File: src/rtl/bced_pkg.sv
// Shared types and constants for the binary cross erode/dilate block.
`timescale 1ns / 1ps

package bced_pkg;

  // Default sizing
  localparam int DEF_MAX_WIDTH  = 1024;
  localparam int DEF_MAX_PASSES = 8;

  // Register field widths
  localparam int WIDTH_REG_W = 11;
  localparam int HGT_W       = 13;
  localparam int PASS_REG_W  = 4;
  localparam int LEVEL_W     = 8;
  localparam int PIX_W       = 8;
  localparam int CFG_DATA_W  = 13;
  localparam int CFG_IDX_W   = 3;

  // Rows per frame are capped here regardless of the register value
  localparam int HEIGHT_LIMIT = 4096;

  // Register reset values
  localparam logic [WIDTH_REG_W-1:0] RST_IMAGE_WIDTH    = 11'd1024;
  localparam logic [HGT_W-1:0]       RST_IMAGE_HEIGHT   = 13'd768;
  localparam logic                   RST_OPERATION_MODE = 1'b0;
  localparam logic [PASS_REG_W-1:0]  RST_PASS_COUNT     = 4'd1;
  localparam logic [LEVEL_W-1:0]     RST_BINARIZE_LEVEL = 8'd128;

  // Output pixel levels
  localparam logic [PIX_W-1:0] PIX_FG = 8'hFF;
  localparam logic [PIX_W-1:0] PIX_BG = 8'h00;

  typedef enum logic [CFG_IDX_W-1:0] {
    REG_IMAGE_WIDTH    = 3'd0,
    REG_IMAGE_HEIGHT   = 3'd1,
    REG_OPERATION_MODE = 3'd2,
    REG_PASS_COUNT     = 3'd3,
    REG_BINARIZE_LEVEL = 3'd4
  } cfg_reg_e;

  typedef enum logic {
    MODE_ERODE  = 1'b0,
    MODE_DILATE = 1'b1
  } morph_mode_e;

  typedef enum logic {
    KIND_PIXEL = 1'b0,
    KIND_DRAIN = 1'b1
  } item_kind_e;

  // Input transaction payload
  typedef struct packed {
    logic             kind;
    logic [PIX_W-1:0] pixel_in;
  } pix_in_t;

  // Output transaction payload
  typedef struct packed {
    logic [PIX_W-1:0] pixel_out;
    logic             frame_last;
  } pix_out_t;

  // Item moving between passes
  typedef struct packed {
    logic drain;
    logic fg;
    logic last;
  } stage_item_t;

  // Frame-wide controls shared by every pass
  typedef struct packed {
    logic             dilate;
    logic [HGT_W-1:0] height;
  } pass_ctl_t;

endpackage

File: src/rtl/bced_pass.sv
// One morphology pass: 2-bit line memory, cross window and output register.
`timescale 1ns / 1ps

module bced_pass
  import bced_pkg::*;
#(
  parameter int  MAX_WIDTH = DEF_MAX_WIDTH,
  localparam int CW        = $clog2(MAX_WIDTH),
  localparam int EW        = CW + 1
) (
  input  logic          clk,
  input  logic          rst,
  input  logic          enable,
  input  logic [EW-1:0] width,
  input  logic [EW-1:0] width_m1,
  input  pass_ctl_t     ctl,
  input  logic          in_valid,
  output logic          in_ready,
  input  stage_item_t   in_item,
  output logic          out_valid,
  input  logic          out_ready,
  output stage_item_t   out_item
);

  // line memory entry: [1] older row, [0] newer row, per column
  logic [1:0] line_mem [MAX_WIDTH];
  logic [1:0] rd_q;

  logic [CW-1:0]    col;
  logic [HGT_W-1:0] row;
  logic [1:0]       cur;       // entry of the current column
  logic             left_ctr;  // centre row, previous column

  logic             take, idle, busy, live_row, produce;
  logic             v, mem_en;
  logic [1:0]       wr_data;
  logic [CW-1:0]    rd_addr;
  logic [EW-1:0]    col_p1, col_a, col_b_p1, col_b;
  logic             row_inc;
  logic [HGT_W-1:0] row_p1, row_adv;
  logic [CW-1:0]    col_next;
  logic [HGT_W-1:0] row_next;
  logic             ctr, up, down, left, right, last_row, last_col, res;
  stage_item_t      res_item;

  assign in_ready = !out_valid || out_ready;
  assign take     = in_valid && in_ready;
  assign idle     = in_item.drain && (col == '0) && (row == '0);
  assign busy     = enable && !idle;
  assign live_row = (row != '0) && (row <= ctl.height);
  assign produce  = take && (!enable || idle || live_row);
  assign v        = !in_item.drain && in_item.fg;
  assign mem_en   = take && busy;
  assign wr_data  = {cur[0], v};

  // column walk with wrap; col_b is the prefetch address two ahead
  always_comb begin
    col_p1   = {1'b0, col} + EW'(1);
    row_inc  = (col_p1 >= width);
    col_a    = row_inc ? '0 : col_p1;
    col_b_p1 = col_a + EW'(1);
    col_b    = (col_b_p1 >= width) ? '0 : col_b_p1;
    rd_addr  = col_b[CW-1:0];
    row_p1   = row + HGT_W'(1);
    row_adv  = row_inc ? row_p1 : row;
    if (row_adv > ctl.height) begin
      col_next = '0;
      row_next = '0;
    end else begin
      col_next = col_a[CW-1:0];
      row_next = row_adv;
    end
  end

  // cross window
  always_comb begin
    ctr      = cur[0];
    last_row = (row >= ctl.height);
    last_col = ({1'b0, col} >= width_m1);
    up       = (row == HGT_W'(1)) ? ctr : cur[1];
    down     = last_row ? ctr : v;
    left     = (col == '0) ? ctr : left_ctr;
    right    = last_col ? ctr : rd_q[0];
    if (ctl.dilate == MODE_DILATE) begin
      res = ctr | up | down | left | right;
    end else begin
      res = ctr & up & down & left & right;
    end
    if (!enable || idle) begin
      res_item = in_item;
    end else begin
      res_item.drain = 1'b0;
      res_item.fg    = res;
      res_item.last  = last_row && last_col;
    end
  end

  // write-first RAM: same-address read returns the new data
  always_ff @(posedge clk) begin
    if (mem_en) begin
      line_mem[col] <= wr_data;
      rd_q          <= (rd_addr == col) ? wr_data : line_mem[rd_addr];
    end
  end

  always_ff @(posedge clk) begin
    if (mem_en) begin
      cur      <= (width_m1 == '0) ? wr_data : rd_q;
      left_ctr <= cur[0];
    end
  end

  always_ff @(posedge clk) begin
    if (rst) begin
      col <= '0;
      row <= '0;
    end else if (mem_en) begin
      col <= col_next;
      row <= row_next;
    end
  end

  always_ff @(posedge clk) begin
    if (rst) begin
      out_valid <= 1'b0;
    end else if (produce) begin
      out_valid <= 1'b1;
    end else if (out_ready) begin
      out_valid <= 1'b0;
    end
  end

  always_ff @(posedge clk) begin
    if (produce) begin
      out_item <= res_item;
    end
  end

endmodule
File: config.mk
export PLATFORM = sky130hd
export DESIGN_NAME = bced_pass
export DESIGN_NICKNAME = d
export VERILOG_FILES = /design/src/rtl/bced_pkg.sv /design/src/rtl/bced_pass.sv
export SDC_FILE = /design/constraint.sdc
export NUM_CORES = 2
export LEC_CHECK = 0
export ABC_AREA = 1
export BUFFER_PORTS_ARGS = -buffer_cell sky130_fd_sc_hd__buf_2
export CAP_MARGIN = 20
export CORE_MARGIN = 8
export CORE_UTILIZATION = 60
export CTS_BUF_LIST = sky130_fd_sc_hd__clkbuf_4
export CTS_CLUSTER_SIZE = 20
export DETAILED_ROUTE_END_ITERATION = 8
export PLACE_DENSITY = 0.76
export SYNTH_ARGS = -nofsm -noshare
export SYNTH_HDL_FRONTEND = slang
export SYNTH_SLANG_ARGS = --single-unit
File: constraint.sdc
create_clock -name clk -period 41.7 [get_ports clk]
set_clock_uncertainty 0.05 [all_clocks]
set_input_delay 0 -clock clk [delete_from_list [all_inputs] [get_ports clk]]
set_output_delay 0 -clock clk [all_outputs]
set_load 0.03 [all_outputs]
==> results_dict.tcl <==
set metrics [dict create \
    power.total_mw 4.34 \
    wire_per_inst_um 22.9 \
    synth-xor-area-share_pct 0.234 \
    grt_pass1_wl_um 422000 \
    synth_area_um2 97100 \
    dp.cells 11323 \
    muxShareOfSynthArea_pct 0.0116 \
    io_pins 49 \
    holdWs_ns 0.147 \
    worstPathArrival_ns 13.83 \
    yosys.area_share.simple_pct 25.4 \
    fmax_ghz 0.0786 \
    cts_tree "built" \
    vias_per_cell 6.00 \
    die_w_um 418 \
    grt_max_degree 232 \
    final_max_slew_viol_count 0 \
    status "complete, no violations" \
    r2r_cells 41 \
    syn2layout_area_growth_pct 8.71 \
    clk_latency_ns 1.42 \
    seq_area_frac_synth_pct 64.1 \
    coreArea_um2 161000 \
    setup_ws_ns 28.97 \
    setup_violations 0 \
    postSynthCellCount 9658 \
    synth-adder-area-share_pct 0.850 \
    synth_ff_type "edfxtp_1" \
    yosys_register_bits 2080 \
    regToRegEndpoint "rd_q[1]" \
    max_stage_delay_ns 0.87 \
    antenna_found_initial 6 \
    final-instance-count-excl-fill 12295 \
    grt_usage_pct 31.5 \
    hold_depth 8 \
    slew_headroom_pct 15.3 \
    die_height_um 418 \
    cts_root_buf "clkbuf_4" \
    drt-total-wl_um 281000 \
    period_share_pct 30.5 \
    hold_end "out_item[1]" \
    io_buffers 48 \
    cts.clk_slew.worst_paths_ns 0.07 \
    irDropWorstVdd_mv 0.0421 \
    cts_made_buffers 546 \
    drt_iter0_markers 10113 \
    syn_avg_cell_area_um2 10.1 \
    final_common_cell "edfxtp_1" \
    fin_area_um2 106000 \
    dp_hpwl_um 151000 \
    cpMostUsedCell "nand3_1" \
    crit_path_max_fanout 138 \
    place_ws_ns 30.71 \
    synth_edf_count 2056 \
    placed_cell_area_um2 98500 \
    syn_nets 9768 \
    final_nets 9889 \
    leakagePower_nw 41.0 \
    drc_errors 0 \
    dieArea_um2 175000 \
    rows 147 \
    final_core_util_pct 65.7 \
    r2r_setup_slack_ns 28.97 \
    drt_pre_antenna_iters 7 \
    crit_required_ns 42.80 \
    gp_congestion 0.918 \
    overflow 0 \
    ys_warn_count 0 \
    clock_path_buffers 4 \
    cts_max_level 6 \
    worst-setup-path-type "flip-flop to flip-flop" \
    r2r_start "col[2]" \
    start_util_pct 60.4 \
    hold_path.class "primary input to flip-flop" \
    cp_slowest_cell "inv_8" \
    synth_top_family_by_area "simple AND/OR/NAND/NOR gates" \
    tightest_slew_ns 1.27 \
    fin_setup_tns_ns 0 \
    async_flop_share_pct 0 \
    hold_viol_final 0 \
    power_density_nw_per_um2 41.1 \
    hp-start "ctl[4]" \
    cap_viol_max_count 0 \
    drive_above_1_share_pct 10.3 \
    fillers 12469 \
    endpoint_kind "flip-flop" \
    antenna_left 0 \
    grt_pass1_vias 73057 \
    period_needed_ns 12.73 \
    num_vias 73778 \
    synth_compound_area_share_pct 1.61 \
    layout_common_cells "edfxtp_1, nand3_1, nand2_1" \
    rsz0062_at_grt "no" \
    cts_sinks 2080 \
    synth_cell_type_count 39 \
    start_kind "flip-flop" \
]
[worst max-delay path by stage]
stage | start | end | slack, ns | cells past startpoint
final | col[2] | rd_q[1] | 28.97 | 41
after global routing | col[2] | rd_q[0] | 28.41 | 44
after CTS | col[2] | rd_q[0] | 29.32 | 41
after detailed placement | col[2] | rd_q[1] | 30.71 | 39
after global placement | col[2] | rd_q[0] | 30.90 | 42
after floorplan | in_item[1] | line_mem[0][0] | 12.67 | 2
[sequential cells by signal, summed over array words and instances, names as in the netlist]
register,flops
rd_q,2
col,10
out_valid,1
cur,2
left_ctr,1
line_mem,2048
row,13
out_item,3
[logic make-up (layout without fill, tap and decap cells)]
group                      after synthesis  after routing
muxes                                    1              1
DFF                                   2080           2080
buffers and inverters                 1916           2382
adders and majority gates               66             66
other                                    0             11
AOI/OAI and AO/OA                      232            232
xor gates and xnor gates                26             26
and+or+nand+nor                       5337           5337
[cell type report]
cell class | count | area (um2) | share of cell area, %
multi-input cells | 5662 | 27400 | 25.9
diodes | 11 | 27.5 | 0.0261
repair buffers | 264 | 2250 | 2.14
flip-flops and latches | 2080 | 62200 | 58.9
inverters | 1225 | 4620 | 4.38
well taps | 2160 | 2700 | 2.56
clock buffers | 758 | 5690 | 5.39
clock inverters | 135 | 682 | 0.646
[synth_stat cells, types with 2 or more instances]
library cell	count	share of area, %
nand2_2	8	0.052
ha_1	66	0.85
o41ai_1	2	0.018
a21oi_1	50	0.26
nor4_1	8	0.052
dfxtp_1	24	0.49
buf_4	5	0.039
clkbuf_1	316	1.2
edfxtp_1	2056	64
o22ai_1	4	0.026
inv_1	1177	4.5
clkinv_1	35	0.14
nor2_2	6	0.039
buf_6	3	0.035
nor3_1	22	0.11
xnor2_1	2	0.018
nor2_4	2	0.023
a21o_1	3	0.023
nor2_1	1104	4.3
nand3b_1	567	4.4
nand2_1	1732	6.7
buf_1	54	0.21
buf_2	313	1.6
xor2_1	24	0.22
nand4_1	15	0.097
inv_2	13	0.050
o211ai_1	146	1.1
nand3_1	1869	9.6
o21ai_0	22	0.11
[timing repair]
| item | 4_1_cts | 5_1_grt |
|---|---|---|
| endpoints found under the hold margin | 1797 | 0 |
| setup buffers | 0 | 0 |
| hold buffers | 66 | 0 |
| gates resized for setup | 0 | 0 |
[worst max-delay path: cells and delay by family, from the launching register on]
family,cells,cell delay [ns]
XOR/XNOR,1,0.37
flip-flops,1,0.55
AO/OA/AOI/OAI,3,0.72
buffers and inverters,8,5.11
adder cells (fa/ha/maj),3,0.74
AND/OR/NAND/NOR,26,4.67
[metal layers]
layer	vias to the layer above	GRT usage, %	share of wire, %
met5	-	0	0.0078
met4	4	19.4	6.6
met3	1055	8.42	12
met2	4741	50.4	46
met1	34965	38.2	35
li1	33013	-	-
[power breakdown]
group	switching [mW]	internal [mW]	leakage, nW
Sequential	0.000684	2.29	18.6
Combinational	0.269	0.0943	18.5
Clock	0.819	0.871	3.84
Total	1.09	3.26	41.0
Power figures use the tool's default switching activity.
